### src/hdl/stc_pkg.sv
package stc_pkg;

    localparam int KW_SLOTS = 32;
    localparam int KW_COUNT = 20;
    localparam int POS_W = 4;
    localparam int CHAR_W = 8;
    localparam int CLASS_W = 6;
    localparam int KW_IDX_W = $clog2(KW_SLOTS);
    localparam int OP3_COUNT = 3;

    localparam logic [POS_W-1:0] POS_SAT = POS_W'(9);

    typedef logic [CHAR_W-1:0] char_t;
    typedef logic [CLASS_W-1:0] class_t;
    typedef logic [POS_W-1:0] pos_t;

    localparam class_t CLS_WORD = 6'd0;
    localparam class_t CLS_ASSIGN = 6'd1;
    localparam class_t CLS_INTEGER = 6'd2;
    localparam class_t CLS_COMMENT = 6'd3;
    localparam class_t CLS_LPAREN = 6'd4;
    localparam class_t CLS_RPAREN = 6'd5;
    localparam class_t CLS_PIPE = 6'd6;
    localparam class_t CLS_LESS = 6'd7;
    localparam class_t CLS_GREAT = 6'd8;
    localparam class_t CLS_AMP = 6'd9;
    localparam class_t CLS_NEWLINE = 6'd10;
    localparam class_t CLS_SEMI = 6'd11;
    localparam class_t CLS_AND_IF = 6'd12;
    localparam class_t CLS_OR_IF = 6'd13;
    localparam class_t CLS_DSEMI = 6'd14;
    localparam class_t CLS_DLESS = 6'd15;
    localparam class_t CLS_DGREAT = 6'd16;
    localparam class_t CLS_LESS_AND = 6'd17;
    localparam class_t CLS_GREAT_AND = 6'd18;
    localparam class_t CLS_LESS_GREAT = 6'd19;
    localparam class_t CLS_CLOBBER = 6'd20;
    localparam class_t CLS_SEMI_AND = 6'd21;
    localparam class_t CLS_DSEMI_AND = 6'd22;
    localparam class_t CLS_SEMI_PIPE = 6'd23;
    localparam class_t CLS_PIPE_AND = 6'd24;
    localparam class_t CLS_TLESS = 6'd25;
    localparam class_t CLS_AND_GREAT = 6'd26;
    localparam class_t CLS_AND_DGREAT = 6'd27;
    localparam class_t CLS_KW_BASE = 6'd28;
    localparam class_t CLS_MAX = 6'd47;

    localparam char_t CH_HASH = 8'h23;
    localparam char_t CH_EQUAL = 8'h3D;
    localparam char_t CH_UNDER = 8'h5F;
    localparam char_t CH_PLUS = 8'h2B;
    localparam char_t CH_AMP = 8'h26;
    localparam char_t CH_PIPE = 8'h7C;
    localparam char_t CH_SEMI = 8'h3B;
    localparam char_t CH_LESS = 8'h3C;
    localparam char_t CH_GREAT = 8'h3E;
    localparam char_t CH_LPAREN = 8'h28;
    localparam char_t CH_RPAREN = 8'h29;
    localparam char_t CH_NEWLINE = 8'h0A;

    // Keyword text is left justified and padded with blanks to eight characters.
    localparam logic [63:0] KW_TEXT [KW_SLOTS] = '{
        "if      ", "then    ", "else    ", "elif    ", "fi      ",
        "do      ", "done    ", "case    ", "esac    ", "while   ",
        "until   ", "for     ", "{       ", "}       ", "!       ",
        "in      ", "select  ", "function", "time    ", "coproc  ",
        "        ", "        ", "        ", "        ", "        ",
        "        ", "        ", "        ", "        ", "        ",
        "        ", "        "
    };

    localparam pos_t KW_LEN [KW_SLOTS] = '{
        4'd2, 4'd4, 4'd4, 4'd4, 4'd2, 4'd2, 4'd4, 4'd4, 4'd4, 4'd5,
        4'd5, 4'd3, 4'd1, 4'd1, 4'd1, 4'd2, 4'd6, 4'd8, 4'd4, 4'd6,
        4'd0, 4'd0, 4'd0, 4'd0, 4'd0, 4'd0, 4'd0, 4'd0, 4'd0, 4'd0,
        4'd0, 4'd0
    };

    localparam logic [23:0] OP3_TEXT [OP3_COUNT] = '{"<<<", ";;&", "&>>"};
    localparam class_t OP3_CLASS [OP3_COUNT] = '{CLS_TLESS, CLS_DSEMI_AND, CLS_AND_DGREAT};

    function automatic logic is_digit(input char_t c);
        return (c >= 8'h30) && (c <= 8'h39);
    endfunction

    function automatic logic is_alpha(input char_t c);
        return ((c >= 8'h61) && (c <= 8'h7A)) || ((c >= 8'h41) && (c <= 8'h5A));
    endfunction

    function automatic char_t kw_char(input logic [63:0] text, input logic [2:0] p);
        logic [2:0] slot;
        slot = 3'd7 - p;
        return text[{slot, 3'b000} +: CHAR_W];
    endfunction

    function automatic char_t op3_char(input logic [23:0] text, input logic [1:0] p);
        logic [1:0] slot;
        slot = 2'd2 - p;
        return text[{slot, 3'b000} +: CHAR_W];
    endfunction

    function automatic class_t op1_class(input char_t c);
        class_t cls;
        unique case (c)
            CH_LPAREN: cls = CLS_LPAREN;
            CH_RPAREN: cls = CLS_RPAREN;
            CH_PIPE: cls = CLS_PIPE;
            CH_LESS: cls = CLS_LESS;
            CH_GREAT: cls = CLS_GREAT;
            CH_AMP: cls = CLS_AMP;
            CH_NEWLINE: cls = CLS_NEWLINE;
            CH_SEMI: cls = CLS_SEMI;
            default: cls = CLS_WORD;
        endcase
        return cls;
    endfunction

    function automatic class_t op2_class(input char_t f, input char_t s);
        class_t cls;
        unique case (f)
            CH_AMP: cls = (s == CH_GREAT) ? CLS_AND_GREAT : CLS_AND_IF;
            CH_PIPE: cls = (s == CH_AMP) ? CLS_PIPE_AND : CLS_OR_IF;
            CH_SEMI: cls = (s == CH_AMP) ? CLS_SEMI_AND
                         : ((s == CH_PIPE) ? CLS_SEMI_PIPE : CLS_DSEMI);
            CH_GREAT: cls = (s == CH_GREAT) ? CLS_DGREAT
                          : ((s == CH_AMP) ? CLS_GREAT_AND : CLS_CLOBBER);
            CH_LESS: cls = (s == CH_LESS) ? CLS_DLESS
                         : ((s == CH_AMP) ? CLS_LESS_AND : CLS_LESS_GREAT);
            default: cls = CLS_WORD;
        endcase
        return cls;
    endfunction

endpackage

### src/hdl/shell_token_classifier_core.sv
// Channel   Direction  Handshake          Payload
// in        input      in_valid/in_stall  char_in[7:0], last_char
// out       output     out_valid/out_stall token_class[5:0]
//
// Each character is registered on acceptance and updates the token state at the
// next edge unless a stalled output holds it; one character can be taken in
// every cycle while in_stall is low. The class code is written to the output
// register when the last character leaves the input register.
// Reset clears the token state and both valid flags.
// A stalled output holds the input register only when it carries a last
// character; other characters keep flowing into the token state.
module shell_token_classifier_core #(
    parameter int NUM_KEYWORDS = stc_pkg::KW_COUNT
) (
    input  logic                          clk,
    input  logic                          rst_n,
    input  logic                          in_valid,
    output logic                          in_stall,
    input  logic [stc_pkg::CHAR_W-1:0]    char_in,
    input  logic                          last_char,
    output logic                          out_valid,
    input  logic                          out_stall,
    output logic [stc_pkg::CLASS_W-1:0]   token_class
);

    logic                       s1_valid_reg;
    logic                       s1_valid_next;
    stc_pkg::char_t             s1_char_reg;
    logic                       s1_last_reg;
    logic                       s1_fire;
    logic                       out_free;
    logic                       in_take;

    stc_pkg::pos_t              pos_reg;
    stc_pkg::pos_t              pos_next;
    stc_pkg::char_t             first_reg;
    stc_pkg::char_t             first_next;
    stc_pkg::char_t             second_reg;
    stc_pkg::char_t             second_next;
    logic                       digits_reg;
    logic                       digits_next;
    logic [NUM_KEYWORDS-1:0]    kw_alive_reg;
    logic [NUM_KEYWORDS-1:0]    kw_alive_next;
    logic                       equal_reg;
    logic                       equal_next;
    logic                       invalid_reg;
    logic                       invalid_next;
    logic                       plus_reg;
    logic                       plus_next;
    logic [stc_pkg::OP3_COUNT-1:0] op3_alive_reg;
    logic [stc_pkg::OP3_COUNT-1:0] op3_alive_next;

    logic                       out_valid_reg;
    logic                       out_valid_next;
    stc_pkg::class_t            class_reg;
    stc_pkg::class_t            class_next;

    logic [stc_pkg::KW_IDX_W-1:0] kw_idx;
    logic                       kw_found;
    stc_pkg::pos_t              tok_len;

    assign out_free = !out_valid_reg || !out_stall;
    assign s1_fire = s1_valid_reg && (!s1_last_reg || out_free);
    assign in_stall = s1_valid_reg && !s1_fire;
    assign in_take = in_valid && !in_stall;
    assign s1_valid_next = in_take ? 1'b1 : (s1_valid_reg && !s1_fire);
    assign tok_len = pos_reg + stc_pkg::POS_W'(1);

    always_comb
    begin
        char_t_block : begin
            stc_pkg::char_t c;
            c = s1_char_reg;
            first_next = (pos_reg == '0) ? c : first_reg;
            second_next = (pos_reg == stc_pkg::POS_W'(1)) ? c : second_reg;
            digits_next = digits_reg && stc_pkg::is_digit(c);
            pos_next = (pos_reg < stc_pkg::POS_SAT) ? tok_len : pos_reg;
            for (int i = 0; i < NUM_KEYWORDS; i++)
            begin
                kw_alive_next[i] = kw_alive_reg[i] && (pos_reg < stc_pkg::KW_LEN[i])
                    && (stc_pkg::kw_char(stc_pkg::KW_TEXT[i], pos_reg[2:0]) == c);
            end
            for (int i = 0; i < stc_pkg::OP3_COUNT; i++)
            begin
                op3_alive_next[i] = op3_alive_reg[i] && (pos_reg < stc_pkg::POS_W'(3))
                    && (stc_pkg::op3_char(stc_pkg::OP3_TEXT[i], pos_reg[1:0]) == c);
            end
            equal_next = equal_reg;
            invalid_next = invalid_reg;
            plus_next = plus_reg;
            if ((pos_reg != '0) && !equal_reg)
            begin
                if (plus_reg && (c != stc_pkg::CH_EQUAL))
                begin
                    invalid_next = 1'b1;
                end
                plus_next = 1'b0;
                if (c == stc_pkg::CH_EQUAL)
                begin
                    equal_next = 1'b1;
                end
                else if (c == stc_pkg::CH_PLUS)
                begin
                    plus_next = 1'b1;
                end
                else if (!stc_pkg::is_alpha(c) && !stc_pkg::is_digit(c)
                         && (c != stc_pkg::CH_UNDER))
                begin
                    invalid_next = 1'b1;
                end
            end
        end
    end

    // At most one keyword can match its full length, so the index is an OR.
    always_comb
    begin
        kw_idx = '0;
        kw_found = 1'b0;
        for (int i = 0; i < NUM_KEYWORDS; i++)
        begin
            if (kw_alive_next[i] && (stc_pkg::KW_LEN[i] == tok_len))
            begin
                kw_found = 1'b1;
                kw_idx = kw_idx | stc_pkg::KW_IDX_W'(i);
            end
        end
    end

    always_comb
    begin
        class_next = stc_pkg::CLS_WORD;
        if (pos_reg == '0)
        begin
            class_next = stc_pkg::op1_class(s1_char_reg);
            if (class_next == stc_pkg::CLS_WORD)
            begin
                if (kw_found)
                begin
                    class_next = stc_pkg::CLS_KW_BASE + stc_pkg::CLASS_W'(kw_idx);
                end
                else if (stc_pkg::is_digit(s1_char_reg))
                begin
                    class_next = stc_pkg::CLS_INTEGER;
                end
            end
        end
        else if (pos_reg == stc_pkg::POS_W'(1))
        begin
            class_next = stc_pkg::op2_class(first_next, second_next);
            if (class_next == stc_pkg::CLS_WORD)
            begin
                if (stc_pkg::is_digit(first_next) && stc_pkg::is_digit(second_next))
                begin
                    class_next = stc_pkg::CLS_INTEGER;
                end
                else if (kw_found)
                begin
                    class_next = stc_pkg::CLS_KW_BASE + stc_pkg::CLASS_W'(kw_idx);
                end
                else if (stc_pkg::is_alpha(first_next) && (second_next == stc_pkg::CH_EQUAL))
                begin
                    class_next = stc_pkg::CLS_ASSIGN;
                end
            end
        end
        else if (first_next == stc_pkg::CH_HASH)
        begin
            class_next = stc_pkg::CLS_COMMENT;
        end
        else if (stc_pkg::is_digit(first_next))
        begin
            class_next = digits_next ? stc_pkg::CLS_INTEGER : stc_pkg::CLS_WORD;
        end
        else if (stc_pkg::is_alpha(first_next))
        begin
            if (kw_found)
            begin
                class_next = stc_pkg::CLS_KW_BASE + stc_pkg::CLASS_W'(kw_idx);
            end
            else if (equal_next && !invalid_next)
            begin
                class_next = stc_pkg::CLS_ASSIGN;
            end
        end
        else if (pos_reg == stc_pkg::POS_W'(2))
        begin
            if (op3_alive_next[0])
            begin
                class_next = stc_pkg::OP3_CLASS[0];
            end
            else if (op3_alive_next[1])
            begin
                class_next = stc_pkg::OP3_CLASS[1];
            end
            else if (op3_alive_next[2])
            begin
                class_next = stc_pkg::OP3_CLASS[2];
            end
        end
    end

    assign out_valid_next = (s1_fire && s1_last_reg) ? 1'b1 : (out_valid_reg && out_stall);

    always_ff @(posedge clk or negedge rst_n)
    begin
        if (!rst_n)
        begin
            s1_valid_reg <= 1'b0;
            out_valid_reg <= 1'b0;
            pos_reg <= '0;
            first_reg <= '0;
            second_reg <= '0;
            digits_reg <= 1'b1;
            kw_alive_reg <= '1;
            equal_reg <= 1'b0;
            invalid_reg <= 1'b0;
            plus_reg <= 1'b0;
            op3_alive_reg <= '1;
        end
        else
        begin
            s1_valid_reg <= s1_valid_next;
            out_valid_reg <= out_valid_next;
            if (s1_fire)
            begin
                if (s1_last_reg)
                begin
                    pos_reg <= '0;
                    first_reg <= '0;
                    second_reg <= '0;
                    digits_reg <= 1'b1;
                    kw_alive_reg <= '1;
                    equal_reg <= 1'b0;
                    invalid_reg <= 1'b0;
                    plus_reg <= 1'b0;
                    op3_alive_reg <= '1;
                end
                else
                begin
                    pos_reg <= pos_next;
                    first_reg <= first_next;
                    second_reg <= second_next;
                    digits_reg <= digits_next;
                    kw_alive_reg <= kw_alive_next;
                    equal_reg <= equal_next;
                    invalid_reg <= invalid_next;
                    plus_reg <= plus_next;
                    op3_alive_reg <= op3_alive_next;
                end
            end
        end
    end

    always_ff @(posedge clk)
    begin
        if (in_take)
        begin
            s1_char_reg <= char_in;
            s1_last_reg <= last_char;
        end
        if (s1_fire && s1_last_reg)
        begin
            class_reg <= class_next;
        end
    end

    assign out_valid = out_valid_reg;
    assign token_class = class_reg;

    a_class_range : assert property (@(posedge clk) disable iff (!rst_n)
        out_valid |-> (token_class <= stc_pkg::CLS_MAX))
        else $error("token class out of range");

    a_pos_cleared : assert property (@(posedge clk) disable iff (!rst_n)
        (s1_fire && s1_last_reg) |=> (pos_reg == '0))
        else $error("position not cleared after a last character");

    a_pos_sat : assert property (@(posedge clk) disable iff (!rst_n)
        pos_reg <= stc_pkg::POS_SAT)
        else $error("position beyond saturation");

    a_op3_dead : assert property (@(posedge clk) disable iff (!rst_n)
        (pos_reg > stc_pkg::POS_W'(3)) |-> (op3_alive_reg == '0))
        else $error("three-character operator alive in a long token");

    a_stall_cause : assert property (@(posedge clk) disable iff (!rst_n)
        in_stall |-> (s1_valid_reg && s1_last_reg && out_valid_reg && out_stall))
        else $error("input stalled without a blocked result");

endmodule

### config.mk
export PLATFORM = sky130hd
export DESIGN_NAME = shell_token_classifier_core
export DESIGN_NICKNAME = d
export VERILOG_FILES = /design/src/hdl/stc_pkg.sv /design/src/hdl/shell_token_classifier_core.sv
export SDC_FILE = /design/constraint.sdc
export NUM_CORES = 1
export LEC_CHECK = 0
export BUFFER_PORTS_ARGS = -buffer_cell sky130_fd_sc_hd__buf_2
export CORE_MARGIN = 1.5
export CORE_UTILIZATION = 64
export CTS_CLUSTER_DIAMETER = 60
export CTS_CLUSTER_SIZE = 40
export DETAILED_ROUTE_END_ITERATION = 8
export GPL_ROUTABILITY_DRIVEN = 0
export MAX_ROUTING_LAYER = met4
export PLACE_DENSITY = 0.85
export REMOVE_ABC_BUFFERS = 1
export SLEW_MARGIN = 10
export SYNTH_ARGS = -nofsm -noshare
export SYNTH_HDL_FRONTEND = slang
export SYNTH_SLANG_ARGS = --single-unit
### constraint.sdc
create_clock -name clk -period 5.3 [get_ports clk]
set_clock_uncertainty 0.15 [all_clocks]
set_input_delay 0.265 -clock clk [delete_from_list [all_inputs] [get_ports clk]]
set_output_delay 0.265 -clock clk [all_outputs]
set_load 0.02 [all_outputs]
==> metrics.cfg, run 1 <==
[status]
status=complete, no violations

[clock_network]
clockBufferDepth=2
clk_pin_slew_ns=0.08
clk_latency_ns=0.37
clkSinkCount=64
htreeDepth=3
cts_made_buffers=9
cts_root_buf=clkbuf_8
postCtsSetupBuffers=0
cts_tree=done

[placed_design]
port_buffers=20
place_area_um2=6020
dp_cells=852
dpl.hpwl_mm=12.9

[routing]
vias=6651
ant_nets=0
dr.pass1.iters=7
drcViolationCount=0
drt-total-wl_mm=19.9
met3WireLength_mm=3.03
dr.max_layer_used=met4
vias_per_cell=7.56
drt_iter0_markers=1251
wl_met1_mm=7.39
wl_per_cell_um=22.7
wl_met2_mm=8.31

[pwr]
leakagePower_nw=2.39
switchingPower_mw=0.886
cell_internal_pwr_mw=1.17
combPwrFrac_pct=40.9
p_per_area_nw_per_um2=324
clockPowerShare_pct=24.2
seqPwrFrac_pct=34.9
switching_share_pct=43.0
ir_drop_mv=0.193

[sta]
maxSlewHeadroom_pct=14.1
rsz0062_at_grt=no
drv_slew=0
tightest_slew_ns=1.29
finalHoldViolCount=0
finalSetupViolations=0
period_needed_ns=4.55
fin_crit_sh_pct=85.9
setup_tns_ns=0
fmax_mhz=220

[cells_and_area]
fill_cells=707
final_common_cell=nand2_1
multi_input_area_um2=3850
diodes=0
stdcell_count=880
final_area_um2=6360
syn2layout_area_growth_pct=7.21
drive_gt1_share_pct=13.5
largest_reg_flops=20
nNetsFinal=791
final_cell_mix=74 x nand2_1, 66 x nor2_1, 52 x o21ai_0, 47 x nand3_1, 43 x a21oi_1
register_area_um2=1710

[setup_path]
crit_type=register to register
crit_cells=11
worstSetupStartpointType=register
timing.rr.end=token_class[2]
r2r_cells=11
cp_cell_sequence=clkinv_1 -> ha_1 -> or3b_1 -> mux2_2 -> nand3_1 -> nor2_1 -> o22a_1 -> o31ai_1 -> o211ai_1 -> nor3_1 -> o31ai_1
critPathCapture=token_class[2]
critical_path.top_delay_family=simple AND/OR/NAND/NOR gates
r2r_start=pos_reg[0]
slowest_stage=dfrtp_1
critPathLaunch=pos_reg[0]
crit_top_cell=o31ai_1
rrSetupSlack_ns=0.75
crit_buf_inv=1
max_stage_delay_ns=0.85
path_max_fanout=27
cp.arrival_ns=4.49
crit_path_end_kind=register
crit_required_ns=5.24

[die]
row_count=34
die_y_um=99.3
core_area_um2=8850
die-width_um=99.3
die_area_um2=9860
start_util_pct=67.1
pin_count=21

[logic_synthesis]
synth_edf_count=15
ys_async_sr_fraction_pct=76.6
ys_ff_latch=64
syn_area_per_cell_um2=7.71
ys_seq_area_share_pct=28.7
syn_area_um2=5940
synth_cells=770
synth_cell_types=86
synthFlopType=dfrtp_1
yosysWarnings=0

[grt]
antenna_found_initial=0
grt_pass1_vias=6437
grt_max_degree=50
grt_first_pass_wirelength_mm=32.8
track_usage_pct=43.3
grt_overflow_total=0

[worst_hold_path]
hold_path_class=register to register

[job]
maxCapViolations=0

[power groups by stage]
stage	registers, mW	clock network [mW]	logic, mW
global route	0.729	0.516	0.907
detailed placement	0.718	0	0.794
CTS	0.710	0.494	0.806
finish	0.718	0.498	0.844
floorplan	0.714	0	0.553
global placement	0.713	0	0.768
[timing repair]
item,4_1_cts,5_1_grt
hold buffers,12,0
endpoints found under the hold margin,36,0
resized for setup,0,0
[area by class of cell]
cell class                 instances  share of cell area [%]
inverter                          20                    1.18
sequential                        64                    26.8
clock inverter                     7                    1.61
clock buffer                       9                    1.95
multi-input combinational        620                    60.5
tap                              108                    2.12
timing repair buffer              52                    5.82
[how the worst min path moves through the flow]
| stage | start | endpoint | slack, ns | depth (start not counted) |
|---|---|---|---|---|
| floorplan | rst_n | equal_reg | -0.18 | 0 |
| global placement | rst_n | pos_reg[3] | 0.25 | 2 |
| detailed placement | rst_n | pos_reg[3] | 0.25 | 2 |
| CTS | kw_alive_reg[17] | kw_alive_reg[17] | 0.34 | 2 |
| global route | kw_alive_reg[12] | kw_alive_reg[12] | 0.36 | 2 |
| finish | kw_alive_reg[9] | kw_alive_reg[9] | 0.33 | 2 |
[logic make-up (layout without fill, tap and decap cells)]
group	count (synthesis)	in the layout	share of synthesized area [%]
simple gates	347	347	30.9
compound gates	210	210	23.5
buf+inv	86	88	6.39
flops	64	64	28.7
xor+xnor	35	35	5.16
mux	17	17	3.01
fa+ha+maj	11	11	2.32
[tightest hold or removal path, cell delays in order, from the launching register on]
cell     delay [ns]
dfstp_2        0.36
inv_1          0.06
a21oi_1        0.06
[synthesized netlist by cell type, types with 8 or more instances]
master    number  area share, %
nand2_1       74            4.7
nor2_1        66            4.2
o21ai_0       52            4.4
nand3_1       47            4.0
a21oi_1       43            3.6
nor3_1        33            2.8
clkbuf_1      31            2.0
buf_2         27            2.3
dfrtp_1       25             11
dfstp_2       24             11
xnor2_1       21            3.1
nand4_1       20            2.1
inv_1         17            1.1
edfxtp_1      15            7.6
nor2b_1       15            1.6
xor2_1        14            2.1
a22oi_1       13            1.6
a31oi_1       13            1.4
ha_1          11            2.3
nor4_1        11            1.2
mux2i_1       10            1.7
or3_1         10            1.1
and2_1         9           0.95
nor3b_1        8            1.0
[stage by stage]
step	hold slack (ns)	setup WS [ns]	power [mW]	util (%)
5_1_grt	0.362	0.407	2.15	71.9
4_1_cts	0.336	0.900	2.01	71.9
6_report	0.334	0.745	2.06	71.9
2_1_floorplan	-0.181	1.16	1.27	-
3_5_place_dp	0.254	0.948	1.51	68.0
3_3_place_gp	0.251	1.09	1.48	68.0
[metal layers]
layer,up-vias,GRT usage (%)
met5,-,-
met4,0,21.1
met3,159,11.5
met2,629,61.9
met1,3010,57.1
li1,2853,-
Power figures use the tool's default switching activity.
==> run 2, diff against run 1 <==
Settings changed: CORE_UTILIZATION 64 to 65, CTS_CLUSTER_SIZE 40 to 28, PLACE_DENSITY 0.85 to 0.86.
Clock period 5.3 ns to 5.77 ns, I/O delays scaled along.
==> metrics.cfg, run 2 (same netlist as run 1, synthesis figures left out) <==
[setup_path]
cp_cell_sequence=buf_4 -> inv_1 -> ha_1 -> nor2b_1 -> or3_1 -> a221oi_1 -> o311a_1 -> o21bai_1 -> nor4b_1 -> ha_1 -> xnor2_1 -> or2_0 -> o22ai_1
crit_path_end_kind=register
critPathCapture=token_class[4]
worstSetupStartpointType=register
critical_path.top_delay_family=simple AND/OR/NAND/NOR gates
crit_type=register to register
max_stage_delay_ns=0.72
critPathLaunch=pos_reg[1]
crit_buf_inv=2
crit_required_ns=5.82
crit_cells=13
cp.arrival_ns=4.54
r2r_cells=13
crit_top_cell=ha_1
timing.rr.end=token_class[4]
path_max_fanout=21
slowest_stage=nor2b_1
rrSetupSlack_ns=1.28
r2r_start=pos_reg[1]

[clock_network]
cts_root_buf=clkbuf_8
clk_pin_slew_ns=0.08
clockBufferDepth=2
cts_tree=done
cts_made_buffers=9
clk_latency_ns=0.36
htreeDepth=3
clkSinkCount=64

[sta]
finalSetupViolations=0
maxSlewHeadroom_pct=15.2
fmax_mhz=223
setup_tns_ns=0
fin_crit_sh_pct=77.8
tightest_slew_ns=1.27
rsz0062_at_grt=no
drv_slew=0
period_needed_ns=4.49
finalHoldViolCount=0

[routing]
wl_per_cell_um=22.1
ant_nets=0
dr.pass1.iters=9
vias_per_cell=7.38
vias=6480
drcViolationCount=0
drt-total-wl_mm=19.4
drt_iter0_markers=1234

[worst_hold_path]
hold_path_class=primary input to register

[placed_design]
port_buffers=20
dpl.hpwl_mm=12.6

[job]
maxCapViolations=0

[cells_and_area]
fin_util_pct=72.3
syn2layout_area_growth_pct=7.29
fill_cells=658
diodes=0
final_common_cell=nand2_1
nNetsFinal=789
final_cell_mix=74 x nand2_1, 66 x nor2_1, 52 x o21ai_0, 47 x nand3_1, 43 x a21oi_1
largest_reg_flops=20
drive_gt1_share_pct=13.4

[grt]
track_usage_pct=41.7
grt_first_pass_wirelength_mm=30.9
grt_max_degree=50
antenna_found_initial=0
grt_pass1_vias=6010
grt_overflow_total=0

[die]
core_area_um2=8810
start_util_pct=67.4
die_area_um2=9720
die-width_um=98.6
pin_count=21
die_y_um=98.6
row_count=34

[pwr]
leakagePower_nw=2.39
p_per_area_nw_per_um2=302
ir_drop_mv=0.205

[status]
status=complete, no violations

-- run 2: repair_timing --
action / CTS / global route
hold endpoints to repair: 35 / 0
buffers inserted: 0 / 0
hold buffers: 11 / 0
resized for setup: 0 / 0
-- run 2: metrics by stage --
stage	hold WS (ns)	total power [mW]	worst slack (ns)	cell area (µm²)	instances
after global placement	0.276	1.35	1.64	6010	851
after CTS	0.0207	1.88	1.47	6370	878
after global routing	0.0392	2.01	1.07	6370	878
final	0.0289	1.92	1.28	6370	878
after floorplan	-0.157	1.16	1.63	5630	704
after detailed placement	0.279	1.38	1.53	6010	851
-- run 2: where the power goes --
group / total, mW / internal (mW) / switching [mW]
Clock: 0.496 / 0.292 / 0.203
Combinational: 0.789 / 0.280 / 0.509
Sequential: 0.640 / 0.551 / 0.0887
Total: 1.92 / 1.12 / 0.801
-- run 2: area by class of cell --
| cell class | count | area (µm²) | share of cell area, % |
|---|---|---|---|
| Multi-Input combinational cell | 620 | 3850 | 60.5 |
| Sequential cell | 64 | 1710 | 26.8 |
| Timing Repair Buffer | 50 | 353 | 5.54 |
| Tap cell | 108 | 135 | 2.12 |
| Clock inverter | 7 | 125 | 1.96 |
| Clock buffer | 9 | 124 | 1.94 |
| Inverter | 20 | 75.1 | 1.18 |
-- run 2: worst reg2reg max path, cell delays in order, from the launching register on --
cell      delay [ns]
dfrtp_1         0.36
buf_4           0.21
inv_1           0.18
ha_1            0.62
nor2b_1         0.73
or3_1           0.21
a221oi_1        0.13
o311a_1         0.41
o21bai_1        0.19
nor4b_1         0.48
ha_1            0.25
xnor2_1         0.07
or2_0           0.22
o22ai_1         0.14
-- run 2: worst min path at each step --
stage / startpoint / endpoint / slack [ns] / cells after the start
4_1_cts: out_stall / out_valid / 0.02 / 3
2_1_floorplan: rst_n / equal_reg / -0.16 / 0
3_5_place_dp: rst_n / pos_reg[3] / 0.28 / 2
3_3_place_gp: rst_n / pos_reg[3] / 0.28 / 2
6_report: out_stall / out_valid / 0.03 / 3
5_1_grt: out_stall / out_valid / 0.04 / 3
-- run 2: per-layer routing --
metal  GRT usage [%]  part of all wire, %  vias up
met2            59.4                   41      580
met5               -                    0        -
met1            55.0                   38     2884
met3            10.0                   14      168
met4            22.4                  6.6        0
li1                -                    -     2848
==> run 3, diff against run 2 <==
Settings changed: CORE_UTILIZATION 65 to 64, PLACE_DENSITY 0.86 to 0.85.
Clock period 5.77 ns to 4.5 ns, I/O delays scaled along.
==> metrics.cfg, run 3 (same netlist as run 1, synthesis figures left out) <==
[routing]
dr.pass1.iters=7
wl_per_cell_um=22.6
drt_iter0_markers=1098
ant_nets=0
drcViolationCount=0
drt-total-wl_mm=20.1
vias_per_cell=7.60
vias=6766

[sta]
fin_crit_sh_pct=94.2
setup_tns_ns=0
fin_hold_ws_ns=0.332
maxSlewHeadroom_pct=34.2
finalHoldViolCount=0
finalSetupViolations=0
fmax_mhz=236
drv_slew=0
fin_ws_ns=0.262
rsz0062_at_grt=no
period_needed_ns=4.24
tightest_slew_ns=0.987

[pwr]
clockPowerShare_pct=24.2
leakagePower_nw=2.44
total_power_mw=2.47
seqPwrFrac_pct=33.8
combPwrFrac_pct=42.0
cell_internal_pwr_mw=1.39
switching_share_pct=43.4
ir_drop_mv=0.267
switchingPower_mw=1.07
p_per_area_nw_per_um2=383

[clock_network]
cts_root_buf=clkbuf_8
clk_pin_slew_ns=0.09
postCtsSetupBuffers=0
clockBufferDepth=2
htreeDepth=3
cts_made_buffers=9
cts_tree=done
clk_latency_ns=0.37
clkSinkCount=64

[die]
die_area_um2=9860
die_y_um=99.3
pin_count=21
core_area_um2=8850
row_count=34
die-width_um=99.3
start_util_pct=67.1

[grt]
grt_pass1_vias=6177
track_usage_pct=42.2
grt_max_degree=50
antenna_found_initial=0
grt_overflow_total=0
grt_first_pass_wirelength_mm=31.9

[setup_path]
crit_top_cell=ha_1
cp_cell_sequence=inv_1 -> ha_1 -> nor2b_1 -> or4_1 -> a221oi_1 -> o311a_1 -> o21bai_1 -> nor4b_1 -> ha_1 -> xnor2_1 -> or2_0 -> o22ai_1
crit_required_ns=4.56
path_max_fanout=16
cp.arrival_ns=4.29
slowest_stage=nor2b_1
crit_path_end_kind=register
worstSetupStartpointType=register
max_stage_delay_ns=0.58
crit_type=register to register

[cells_and_area]
syn2layout_area_growth_pct=8.47
largest_reg_flops=20
fill_cells=662
nNetsFinal=801
drive_gt1_share_pct=14.6
diodes=0
register_area_um2=1710
final_cell_mix=74 x nand2_1, 66 x nor2_1, 52 x o21ai_0, 47 x nand3_1, 43 x a21oi_1
final_common_cell=nand2_1
multi_input_area_um2=3850

[job]
maxCapViolations=0

[status]
status=complete, no violations

[placed_design]
port_buffers=20
post-place-ws_ns=0.507
dpl.hpwl_mm=13.4

[worst_hold_path]
hold_path_class=register to register

-- run 3: changes by cell type in the layout (fill, tap and decap cells not counted), sizes merged --
cell / before / now
clkinv: 3 / 4
dlygate4sd3: 11 / 12
buf: 39 / 50
bufinv: 3 / 2
clkinvlp: 0 / 1
inv: 21 / 20
-- run 3: power groups by stage --
stage          registers (mW)  clock network (mW)  logic, mW
6_report                0.833               0.597       1.04
5_1_grt                 0.841               0.616       1.10
4_1_cts                 0.823               0.587      0.983
3_5_place_dp            0.833                   0      0.966
3_3_place_gp            0.828                   0      0.935
2_1_floorplan           0.841                   0      0.651
-- run 3: what timing repair did --
| item | in CTS | in global routing |
|---|---|---|
| endpoints found under the hold margin | 36 | 0 |
| hold buffers | 12 | 0 |
| resized for setup | 0 | 0 |
-- run 3: layout make-up --
class	count	area share [%]
well taps	108	2.10
flip-flops and latches	64	26.5
inverters	20	1.17
clock buffers	9	1.92
multi-input cells	620	59.8
clock inverters	7	1.59
repair buffers	62	6.92
-- run 3: through the flow --
stage          area (µm²)  utilization [%]  instances
4_1_cts              6440             72.8        890
2_1_floorplan        5630                -        704
5_1_grt              6440             72.8        890
3_3_place_gp         6090             68.9        862
3_5_place_dp         6090             68.9        862
6_report             6440             72.8        890
-- run 3: routing by layer --
| layer | GRT usage (%) | up-vias | routed length (µm) |
|---|---|---|---|
| met4 | 18.6 | 0 | 1170 |
| met3 | 11.7 | 174 | 3080 |
| li1 | - | 2880 | - |
| met2 | 61.1 | 663 | 8470 |
| met1 | 55.6 | 3049 | 7360 |
| met5 | - | - | 0 |
-- run 3: critical path: cells and delay by family, from the launching register on --
| family | cells | cell delay (ns) |
|---|---|---|
| simple gates | 4 | 1.56 |
| compound gates | 4 | 0.91 |
| fa+ha+maj | 2 | 0.82 |
| flops | 1 | 0.39 |
| buf+inv | 1 | 0.17 |
| xor+xnor | 1 | 0.09 |
-- run 3: final timing paths --
check,start,cells past startpoint,slack [ns],endpoint
setup reg to reg,pos_reg[1],12,0.26,token_class[4]
hold reg to reg,op3_alive_reg[0],2,0.33,op3_alive_reg[0]
max in group asynchronous,rst_n,3,3.40,first_reg[6]
hold / removal,op3_alive_reg[0],2,0.33,op3_alive_reg[0]
setup / recovery,pos_reg[1],12,0.26,token_class[4]
min in group asynchronous,rst_n,3,0.36,pos_reg[2]
